$ cat src/rtl/vrfc_pkg.sv
// Shared types, codes and helpers for the voxel row face culler.
`default_nettype none

package vrfc_pkg;

  // Geometry defaults
  localparam int SIZE_DEFAULT        = 32;
  localparam int QUEUE_DEPTH_DEFAULT = 2;

  // Field widths
  localparam int AXIS_W  = 2;
  localparam int ROW_W   = 10;
  localparam int OCC_W   = 32;
  localparam int BIT_W   = 5;
  localparam int COORD_W = 5;
  localparam int DIR_W   = 3;

  // Stream payload widths
  localparam int IN_DATA_W  = 48;
  localparam int OUT_DATA_W = 24;
  localparam int OUT_USED_W = DIR_W + 3 * COORD_W;

  // Row axis codes
  localparam logic [AXIS_W-1:0] AXIS_X    = 2'd0;
  localparam logic [AXIS_W-1:0] AXIS_Z    = 2'd1;
  localparam logic [AXIS_W-1:0] AXIS_Y    = 2'd2;
  localparam logic [AXIS_W-1:0] AXIS_NONE = 2'd3;

  // Face direction codes
  localparam logic [DIR_W-1:0] DIR_TOP     = 3'd0;
  localparam logic [DIR_W-1:0] DIR_BOTTOM  = 3'd1;
  localparam logic [DIR_W-1:0] DIR_RIGHT   = 3'd2;
  localparam logic [DIR_W-1:0] DIR_LEFT    = 3'd3;
  localparam logic [DIR_W-1:0] DIR_FORWARD = 3'd4;
  localparam logic [DIR_W-1:0] DIR_BACK    = 3'd5;

  // One classified row, waiting for face emission
  typedef struct packed {
    logic [OCC_W-1:0]   pos_mask;
    logic [OCC_W-1:0]   neg_mask;
    logic [AXIS_W-1:0]  axis;
    logic [COORD_W-1:0] coord_low;
    logic [COORD_W-1:0] coord_high;
  } face_desc_t;

  // Index of the lowest set bit (zero when the word is empty)
  function automatic logic [BIT_W-1:0] lowest_bit(input logic [OCC_W-1:0] word);
    logic [BIT_W-1:0] idx;
    idx = '0;
    for (int i = OCC_W - 1; i >= 0; i--) begin
      if (word[i]) begin
        idx = BIT_W'(i);
      end
    end
    return idx;
  endfunction

endpackage

`default_nettype wire

$ cat src/rtl/vrfc_front.sv
// Front end: accepts rows, drops idle ones, builds face masks and coordinates.
`default_nettype none

module vrfc_front import vrfc_pkg::*; #(
  parameter int SIZE = SIZE_DEFAULT
) (
  input  logic                 clk,
  input  logic                 rst,
  input  logic                 s_tvalid,
  output logic                 s_tready,
  input  logic [IN_DATA_W-1:0] s_tdata,
  input  logic [AXIS_W-1:0]    s_tuser,
  output logic                 desc_valid,
  input  logic                 desc_ready,
  output face_desc_t           desc
);

  // Reciprocal divide by SIZE, exact for any 10-bit row index
  localparam int RECIP_SHIFT = 17;
  localparam int RECIP       = (2 ** RECIP_SHIFT + SIZE - 1) / SIZE;
  localparam int PROD_W      = ROW_W + RECIP_SHIFT + 1;
  localparam int REM_W       = 16;
  localparam logic [OCC_W-1:0] ROW_MASK =
    (SIZE >= OCC_W) ? {OCC_W{1'b1}} : OCC_W'((64'd1 << SIZE) - 64'd1);

  logic              in_xfer;
  logic [ROW_W-1:0]  in_row;
  logic [OCC_W-1:0]  in_occ;
  logic              in_keep;
  logic [PROD_W-1:0] quot_prod;

  logic              s1_valid;
  logic [AXIS_W-1:0] s1_axis;
  logic [ROW_W-1:0]  s1_row;
  logic [OCC_W-1:0]  s1_occ;
  logic [ROW_W-1:0]  s1_quot;

  logic [REM_W-1:0]  back_prod;
  logic [REM_W-1:0]  rem_raw;
  logic [REM_W-1:0]  rem_fix;
  logic [ROW_W-1:0]  quot_fix;

  assign in_xfer   = s_tvalid && s_tready;
  assign in_row    = s_tdata[ROW_W-1:0];
  assign in_occ    = s_tdata[ROW_W+OCC_W-1:ROW_W] & ROW_MASK;
  assign in_keep   = (s_tuser != AXIS_NONE) && (in_occ != '0);
  assign quot_prod = PROD_W'(in_row) * PROD_W'(RECIP);

  assign s_tready   = !s1_valid || desc_ready;
  assign desc_valid = s1_valid;

  always_ff @(posedge clk) begin
    if (rst) begin
      s1_valid <= 1'b0;
    end else if (s_tready) begin
      s1_valid <= in_xfer && in_keep;
    end
  end

  always_ff @(posedge clk) begin
    if (in_xfer) begin
      s1_axis <= s_tuser;
      s1_row  <= in_row;
      s1_occ  <= in_occ;
      s1_quot <= quot_prod[RECIP_SHIFT +: ROW_W];
    end
  end

  // remainder with a one-step correction
  always_comb begin
    back_prod = REM_W'(s1_quot) * REM_W'(SIZE);
    rem_raw   = REM_W'(s1_row) - back_prod;
    rem_fix   = rem_raw;
    quot_fix  = s1_quot;
    if (rem_raw >= REM_W'(SIZE)) begin
      rem_fix  = rem_raw - REM_W'(SIZE);
      quot_fix = s1_quot + ROW_W'(1);
    end
  end

  always_comb begin
    desc.pos_mask   = s1_occ & ~(s1_occ >> 1);
    desc.neg_mask   = s1_occ & ~(s1_occ << 1);
    desc.axis       = s1_axis;
    desc.coord_low  = rem_fix[COORD_W-1:0];
    desc.coord_high = quot_fix[COORD_W-1:0];
  end

endmodule

`default_nettype wire

$ cat src/rtl/vrfc_queue.sv
// Small register queue between the front end and the face emitter.
`default_nettype none

module vrfc_queue import vrfc_pkg::*; #(
  parameter int DEPTH = QUEUE_DEPTH_DEFAULT
) (
  input  logic       clk,
  input  logic       rst,
  input  logic       in_valid,
  output logic       in_ready,
  input  face_desc_t in_data,
  output logic       out_valid,
  input  logic       out_ready,
  output face_desc_t out_data
);

  localparam int PTR_W = (DEPTH > 1) ? $clog2(DEPTH) : 1;
  localparam int CNT_W = $clog2(DEPTH + 1);

  face_desc_t       entries [DEPTH];
  logic [PTR_W-1:0] wr_ptr;
  logic [PTR_W-1:0] rd_ptr;
  logic [CNT_W-1:0] count;
  logic             push;
  logic             pop;

  assign in_ready  = count != CNT_W'(DEPTH);
  assign out_valid = count != '0;
  assign push      = in_valid && in_ready;
  assign pop       = out_valid && out_ready;
  assign out_data  = entries[rd_ptr];

  always_ff @(posedge clk) begin
    if (rst) begin
      wr_ptr <= '0;
      rd_ptr <= '0;
      count  <= '0;
    end else begin
      if (push) begin
        wr_ptr <= (wr_ptr == PTR_W'(DEPTH - 1)) ? '0 : wr_ptr + PTR_W'(1);
      end
      if (pop) begin
        rd_ptr <= (rd_ptr == PTR_W'(DEPTH - 1)) ? '0 : rd_ptr + PTR_W'(1);
      end
      if (push && !pop) begin
        count <= count + CNT_W'(1);
      end else if (pop && !push) begin
        count <= count - CNT_W'(1);
      end
    end
  end

  always_ff @(posedge clk) begin
    if (push) begin
      entries[wr_ptr] <= in_data;
    end
  end

endmodule

`default_nettype wire

$ cat src/rtl/vrfc_back.sv
// Back end: walks the face masks and emits one face record per cycle while the output is not stalled.
`default_nettype none

module vrfc_back import vrfc_pkg::*; (
  input  logic                  clk,
  input  logic                  rst,
  input  logic                  desc_valid,
  output logic                  desc_ready,
  input  face_desc_t            desc,
  output logic                  m_tvalid,
  input  logic                  m_tready,
  output logic [OUT_DATA_W-1:0] m_tdata,
  output logic                  m_tlast
);

  logic               cur_valid;
  logic [OCC_W-1:0]   cur_pos;
  logic [OCC_W-1:0]   cur_neg;
  logic [AXIS_W-1:0]  cur_axis;
  logic [COORD_W-1:0] cur_low;
  logic [COORD_W-1:0] cur_high;

  logic               use_pos;
  logic [OCC_W-1:0]   sel;
  logic [OCC_W-1:0]   sel_rest;
  logic [BIT_W-1:0]   bit_pos;
  logic               is_last;
  logic               emit;
  logic [DIR_W-1:0]   dir;
  logic [COORD_W-1:0] pos_x;
  logic [COORD_W-1:0] pos_y;
  logic [COORD_W-1:0] pos_z;

  // positive faces first, then negative
  assign use_pos  = cur_pos != '0;
  assign sel      = use_pos ? cur_pos : cur_neg;
  assign sel_rest = sel & (sel - OCC_W'(1));
  assign bit_pos  = lowest_bit(sel);
  assign is_last  = (sel_rest == '0) && (!use_pos || (cur_neg == '0));

  assign emit       = cur_valid && (!m_tvalid || m_tready);
  assign desc_ready = !cur_valid || (emit && is_last);

  always_comb begin
    unique case (cur_axis)
      AXIS_X: begin
        dir   = use_pos ? DIR_RIGHT : DIR_LEFT;
        pos_x = COORD_W'(bit_pos);
        pos_y = cur_high;
        pos_z = cur_low;
      end
      AXIS_Z: begin
        dir   = use_pos ? DIR_BACK : DIR_FORWARD;
        pos_x = cur_low;
        pos_y = cur_high;
        pos_z = COORD_W'(bit_pos);
      end
      default: begin
        dir   = use_pos ? DIR_TOP : DIR_BOTTOM;
        pos_x = cur_low;
        pos_y = COORD_W'(bit_pos);
        pos_z = cur_high;
      end
    endcase
  end

  always_ff @(posedge clk) begin
    if (rst) begin
      cur_valid <= 1'b0;
      m_tvalid  <= 1'b0;
    end else begin
      if (desc_ready) begin
        cur_valid <= desc_valid;
      end
      if (emit) begin
        m_tvalid <= 1'b1;
      end else if (m_tready) begin
        m_tvalid <= 1'b0;
      end
    end
  end

  always_ff @(posedge clk) begin
    if (desc_ready && desc_valid) begin
      cur_pos  <= desc.pos_mask;
      cur_neg  <= desc.neg_mask;
      cur_axis <= desc.axis;
      cur_low  <= desc.coord_low;
      cur_high <= desc.coord_high;
    end else if (emit) begin
      if (use_pos) begin
        cur_pos <= sel_rest;
      end else begin
        cur_neg <= sel_rest;
      end
    end
    if (emit) begin
      m_tdata <= {(OUT_DATA_W - OUT_USED_W)'(0), pos_z, pos_y, pos_x, dir};
      m_tlast <= is_last;
    end
  end

endmodule

`default_nettype wire

$ cat src/rtl/voxel_row_face_culler.sv
// Top level of the voxel row face culler.
`default_nettype none

// Takes one occupancy row of a voxel chunk per transfer and returns one face
// record per exposed voxel face: first the positive-side faces by ascending
// bit, then the negative-side faces, with tlast on the final record of the
// row. The front end takes a row per cycle while its two-entry queue has
// room; the back end sends one face per cycle while the output is not
// stalled, and a row holds 2 faces per solid run, up to 32. Rows with axis
// three or no solid voxels give no records and are dropped by the front end.
// The first face of a row passes the front-end register, the queue, the
// back-end row register and the output register. Row indexes at or above
// SIZE squared are not checked; coordinates simply wrap to 5 bits.
module voxel_row_face_culler import vrfc_pkg::*; #(
  parameter int SIZE        = SIZE_DEFAULT,
  parameter int QUEUE_DEPTH = QUEUE_DEPTH_DEFAULT
) (
  input  logic                  clk,
  input  logic                  rst,
  // input rows
  input  logic                  s_tvalid,
  output logic                  s_tready,
  input  logic [IN_DATA_W-1:0]  s_tdata,  // row_index[9:0], occupancy[41:10], zero pad
  input  logic [AXIS_W-1:0]     s_tuser,  // axis[1:0]
  // face records
  output logic                  m_tvalid,
  input  logic                  m_tready,
  output logic [OUT_DATA_W-1:0] m_tdata,  // direction[2:0], pos_x[7:3], pos_y[12:8],
                                          // pos_z[17:13], zero pad
  output logic                  m_tlast   // last_face
);

  face_desc_t front_desc;
  logic       front_valid;
  logic       front_ready;
  face_desc_t back_desc;
  logic       back_valid;
  logic       back_ready;

  // classify and prepare masks / coordinates
  vrfc_front #(
    .SIZE (SIZE)
  ) u_front (
    .clk        (clk),
    .rst        (rst),
    .s_tvalid   (s_tvalid),
    .s_tready   (s_tready),
    .s_tdata    (s_tdata),
    .s_tuser    (s_tuser),
    .desc_valid (front_valid),
    .desc_ready (front_ready),
    .desc       (front_desc)
  );

  // decouples row intake from face emission
  vrfc_queue #(
    .DEPTH (QUEUE_DEPTH)
  ) u_queue (
    .clk       (clk),
    .rst       (rst),
    .in_valid  (front_valid),
    .in_ready  (front_ready),
    .in_data   (front_desc),
    .out_valid (back_valid),
    .out_ready (back_ready),
    .out_data  (back_desc)
  );

  // one face per cycle into the output register while it is not stalled
  vrfc_back u_back (
    .clk        (clk),
    .rst        (rst),
    .desc_valid (back_valid),
    .desc_ready (back_ready),
    .desc       (back_desc),
    .m_tvalid   (m_tvalid),
    .m_tready   (m_tready),
    .m_tdata    (m_tdata),
    .m_tlast    (m_tlast)
  );

endmodule

`default_nettype wire

$ cat config.mk
export PLATFORM = sky130hd
export DESIGN_NAME = voxel_row_face_culler
export DESIGN_NICKNAME = d
export VERILOG_FILES = /design/src/rtl/vrfc_pkg.sv /design/src/rtl/vrfc_front.sv /design/src/rtl/vrfc_queue.sv /design/src/rtl/vrfc_back.sv /design/src/rtl/voxel_row_face_culler.sv
export SDC_FILE = /design/constraint.sdc
export NUM_CORES = 1
export LEC_CHECK = 0
export BUFFER_PORTS_ARGS = -buffer_cell sky130_fd_sc_hd__buf_2
export CAP_MARGIN = 10
export CORE_MARGIN = 1
export CORE_UTILIZATION = 55
export DETAILED_ROUTE_END_ITERATION = 16
export PLACE_DENSITY = 0.7
export SLEW_MARGIN = 20
export SYNTH_ARGS = -nofsm -noshare
export SYNTH_HDL_FRONTEND = slang
export SYNTH_SLANG_ARGS = --single-unit
$ cat constraint.sdc
create_clock -name clk -period 5.6 [get_ports clk]
set_clock_uncertainty 0.15 [all_clocks]
set_input_delay 0.56 -clock clk [delete_from_list [all_inputs] [get_ports clk]]
set_output_delay 0.56 -clock clk [all_outputs]
set_load 0.005 [all_outputs]
==> impl_metrics.py <==
metrics = {
    "setup_path": {
        "timing.critical_path.depth": 11,
        "path_max_fanout": 8,
        "worst_setup_path_startpoint": "u_back.cur_pos[21]$_DFFE_PP_",
        "path_delay_family": "simple AND/OR/NAND/NOR gates",
        "crit_buf_inv": 1,
        "cp_cell_sequence": "nor4_1 -> nand2_1 -> nor2_2 -> o2111ai_1 -> a222oi_1 -> nand4_1 -> o32ai_4 -> inv_1 -> ha_1 -> or3_1 -> a21oi_1",
        "worst_r2r_startpoint": "u_back.cur_pos[21]$_DFFE_PP_",
        "reg2reg_setup_slack_ns": 1.09,
        "worst_r2r_endpoint": "u_queue.count[1]$_SDFFE_PP0P_",
        "worstPathRequired_ns": 5.92,
        "cp_data_arrival_time_ns": 4.83,
        "worstSetupEndpoint": "u_queue.count[1]$_SDFFE_PP0P_",
        "critPathKind": "reg2reg",
        "cp-start-kind": "flip-flop",
        "type_of_destination_of_the_critical_path": "flip-flop",
        "critical-path-slowest-cell": "sky130_fd_sc_hd__nor4_1",
        "critPathMaxStageDelay_ns": 0.82,
        "r2r.worst_path.cells": 11,
    },
    "floorplanning": {
        "initial_standard_cell_utilization_of_the_core_pct": 56.81,
        "die_area_um2": 25170,
        "die_width_um": 158.6,
        "rows": 56,
        "core_area_um2": 23750,
        "floorplan.io_pins": 81,
        "die_y_um": 158.6,
    },
    "power": {
        "part_of_the_total_power_dissipated_in_combinational_logic_pct": 26.9,
        "seq_power_share_pct": 47.7,
        "power.clock.fraction_pct": 25.4,
        "total_switching_power_mw": 2.532,
        "p_per_area_nw_per_um2": 513.7,
        "power.static_leakage_nw": 5.198,
        "intPower_mw": 5.324,
        "swShare_pct": 32.23,
        "power.ir.vdd_worst_mv": 0.3621,
    },
    "global_routing": {
        "grt_pass1_vias": 7795,
        "grt_start_max_net_pins": 47,
        "antenna_violations_before_repair": 0,
        "grt.overflow.total": 0,
        "all_layer_gr_usage_pct": 22.96,
        "first_pass_grt_wire_length_um": 43300,
    },
    "placement": {
        "place.detailed.hpwl_um": 19910,
        "gp_congestion": 0.9390,
        "buffer_ports.inserted": 68,
        "dpl.cell_count": 1310,
    },
    "synthesis": {
        "register_bit_count_reported_by_yosys": 299,
        "part_of_the_yosys_area_used_for_sequential_elements_pct": 65.94,
        "synth_cell_types": 73,
        "synthesis.yosys.warnings": 0,
        "yosys.area.top_type_share_pct": 64.76,
        "syn_area_um2": 13490,
        "netlist.top_cell.by_area": "sky130_fd_sc_hd__edfxtp_1",
        "synth_top_cells_by_area": "sky130_fd_sc_hd__edfxtp_1, sky130_fd_sc_hd__mux2i_1, sky130_fd_sc_hd__nor2b_1",
        "ys.flop_type": "sky130_fd_sc_hd__edfxtp_1",
        "synth-edff-count": 291,
        "syn-mean-instance-area_um2": 14.45,
        "synthesis.instances": 934,
        "ys_async_sr_fraction_pct": 0,
    },
    "timing": {
        "drv_slew": 0,
        "finalSetupTns_ns": 0,
        "max_freq_ghz": 0.2220,
        "rsz0062_at_grt": "false",
        "finalHoldViolCount": 0,
        "setup_viol": 0,
        "slew-limit-headroom_pct": 35.47,
        "holdWs_ns": 0.04120,
        "worstMarginPinSlew_ns": 0.9657,
        "period_needed_ns": 4.505,
        "timing.final.crit_share_pct": 80.45,
    },
    "clock_tree": {
        "cts_tree": "yes",
        "clk_transition_reported_paths_ns": 0.06,
        "clkLatencyLatePin_ns": 0.55,
        "cts.hold.buffers_added": 0,
        "ctsLongestPathBuffers": 3,
        "master_cell_of_the_clock_root_buffer": "sky130_fd_sc_hd__clkbuf_16",
        "cts.repair.resized": 0,
        "cts_inserted_buffers": 30,
        "cts_post_setup_buffers_inserted": 0,
        "htree_levels": 1,
        "clock_sink_count": 299,
    },
    "final_layout": {
        "multiInputGateArea_um2": 4340,
        "drive_gt1_share_pct": 21.11,
        "insertedDiodeCount": 0,
        "regArea_um2": 8902,
        "finish.utilization_pct": 64.38,
        "final-instance-count-excl-fill": 1366,
        "nets": 1078,
        "layout-area-overhead-vs-synth_pct": 13.32,
        "final.fill_count": 1706,
    },
    "outcome": {
        "run_status": "finished clean",
    },
    "worst_hold_path": {
        "hold_path.class": "in2reg",
    },
    "route": {
        "post-route-drc-count": 0,
        "sum_of_routed_wire_length_over_all_layers_um": 28200,
        "wire_per_inst_um": 20.64,
        "drtAntennaViolNets": 0,
        "drt_first_iter_violations": 746,
        "viasPerCell": 6.029,
        "drt_pass1_iterations": 5,
        "num_vias": 8236,
    },
    "flow_run": {
        "cap_violations": 0,
    },
}
## cells in the mapped netlist, types with 4 or more instances
master / count
sky130_fd_sc_hd__a21o_1: 12
sky130_fd_sc_hd__a21oi_1: 27
sky130_fd_sc_hd__a31o_2: 11
sky130_fd_sc_hd__a31oi_1: 19
sky130_fd_sc_hd__and3_1: 4
sky130_fd_sc_hd__and4_1: 4
sky130_fd_sc_hd__buf_1: 4
sky130_fd_sc_hd__buf_2: 4
sky130_fd_sc_hd__buf_4: 6
sky130_fd_sc_hd__buf_6: 6
sky130_fd_sc_hd__clkbuf_1: 25
sky130_fd_sc_hd__dfxtp_1: 8
sky130_fd_sc_hd__edfxtp_1: 291
sky130_fd_sc_hd__inv_1: 6
sky130_fd_sc_hd__mux2_1: 4
sky130_fd_sc_hd__mux2_2: 28
sky130_fd_sc_hd__mux2_4: 10
sky130_fd_sc_hd__mux2i_1: 105
sky130_fd_sc_hd__nand2_1: 29
sky130_fd_sc_hd__nand3_1: 7
sky130_fd_sc_hd__nand4_1: 12
sky130_fd_sc_hd__nor2_1: 58
sky130_fd_sc_hd__nor2b_1: 68
sky130_fd_sc_hd__nor3_1: 21
sky130_fd_sc_hd__nor4_1: 20
sky130_fd_sc_hd__nor4_2: 5
sky130_fd_sc_hd__o2111ai_1: 4
sky130_fd_sc_hd__o211ai_1: 5
sky130_fd_sc_hd__o21a_1: 5
sky130_fd_sc_hd__o21ai_0: 27
sky130_fd_sc_hd__o221ai_1: 6
sky130_fd_sc_hd__o31a_1: 4
sky130_fd_sc_hd__o31ai_1: 7
sky130_fd_sc_hd__o41ai_1: 4
sky130_fd_sc_hd__or2_2: 9
sky130_fd_sc_hd__or4_1: 7
## flip-flops by register name, indices dropped and copies added, names as in the netlist, named ones only
name / cells
u_back.cur_axis: 2
u_back.cur_high: 5
u_back.cur_low: 5
u_back.cur_neg: 32
u_back.cur_pos: 32
u_back.cur_valid: 1
u_back.m_tdata: 18
u_back.m_tlast: 1
u_back.m_tvalid: 1
u_front.desc_valid: 1
u_front.s1_axis: 2
u_front.s1_occ: 32
u_front.s1_row: 10
u_queue.count: 2
u_queue.entries: 152
u_queue.rd_ptr: 1
u_queue.wr_ptr: 1
## worst min-delay path by stage
stage                                            endpoint  cells after the start                   startpoint  slack, ns
after global routing          u_front.s1_row[8]$_DFFE_PP_                      1                   s_tdata[8]       0.02
after floorplan           u_queue.entries[0][0]$_DFFE_PP_                      0  u_front.s1_row[5]$_DFFE_PP_       0.27
after global placement    u_queue.entries[0][7]$_DFFE_PP_                      0  u_front.s1_row[2]$_DFFE_PP_       0.27
after detailed placement  u_queue.entries[1][9]$_DFFE_PP_                      0  u_front.s1_row[4]$_DFFE_PP_       0.28
final                         u_front.s1_row[5]$_DFFE_PP_                      1                   s_tdata[5]       0.04
after CTS                     u_front.s1_row[5]$_DFFE_PP_                      1                   s_tdata[5]       0.02
## kinds of logic after synthesis
kind of cell	share of synthesized area (%)
AO/OA/AOI/OAI	8.883
XOR/XNOR	0.2597
adder cells (fa/ha/maj)	0.09271
buffers and inverters	2.216
flip-flops	65.94
multiplexers	11.57
other	0.02779
AND/OR/NAND/NOR	11.01
## metrics by stage
step / setup WS (ns) / area, um2 / power (mW)
floorplan: 1.168 / 13510 / 5.177
global placement: 1.196 / 14290 / 5.849
detailed placement: 1.175 / 14290 / 5.887
CTS: 1.143 / 15290 / 7.893
global route: 0.8866 / 15290 / 8.250
finish: 1.095 / 15290 / 7.856
## area by class of cell
class | instances | share of cell area (%)
clock inverter | 21 | 1.399
sequential | 299 | 58.21
multi-input combinational | 587 | 28.38
tap | 319 | 2.610
clock buffer | 35 | 5.171
inverter | 6 | 0.1473
timing repair buffer | 99 | 4.075
## cells in the final DEF, fill, tap and decap left out, types with 11 or more instances in the layout
| cell | count |
|---|---|
| sky130_fd_sc_hd__a21o_1 | 12 |
| sky130_fd_sc_hd__mux2_2 | 28 |
| sky130_fd_sc_hd__nor2_1 | 57 |
| sky130_fd_sc_hd__nand2_1 | 29 |
| sky130_fd_sc_hd__buf_4 | 27 |
| sky130_fd_sc_hd__a31oi_1 | 19 |
| sky130_fd_sc_hd__a31o_2 | 11 |
| sky130_fd_sc_hd__mux2i_1 | 105 |
| sky130_fd_sc_hd__edfxtp_1 | 291 |
| sky130_fd_sc_hd__a21oi_1 | 27 |
| sky130_fd_sc_hd__clkbuf_16 | 31 |
| sky130_fd_sc_hd__nor3_1 | 21 |
| sky130_fd_sc_hd__buf_2 | 68 |
| sky130_fd_sc_hd__nor4_1 | 20 |
| sky130_fd_sc_hd__nand4_1 | 12 |
| sky130_fd_sc_hd__o21ai_0 | 27 |
| sky130_fd_sc_hd__nor2b_1 | 68 |
## power groups by stage
stage	combinational, mW	sequential (mW)	clock (mW)
6_report	2.11	3.74	2.00
2_1_floorplan	1.67	3.50	0
5_1_grt	2.31	3.81	2.12
3_3_place_gp	2.09	3.76	0
3_5_place_dp	2.12	3.77	0
4_1_cts	2.13	3.73	2.04
## routing by layer
layer	share of wire, %	GRT usage, %	vias up
met2	47	36.82	282
met5	0	0	-
met3	5.7	3.729	39
met1	45	32.48	4046
met4	2.3	6.456	0
li1	-	-	3869
Power figures use the tool's default switching activity.
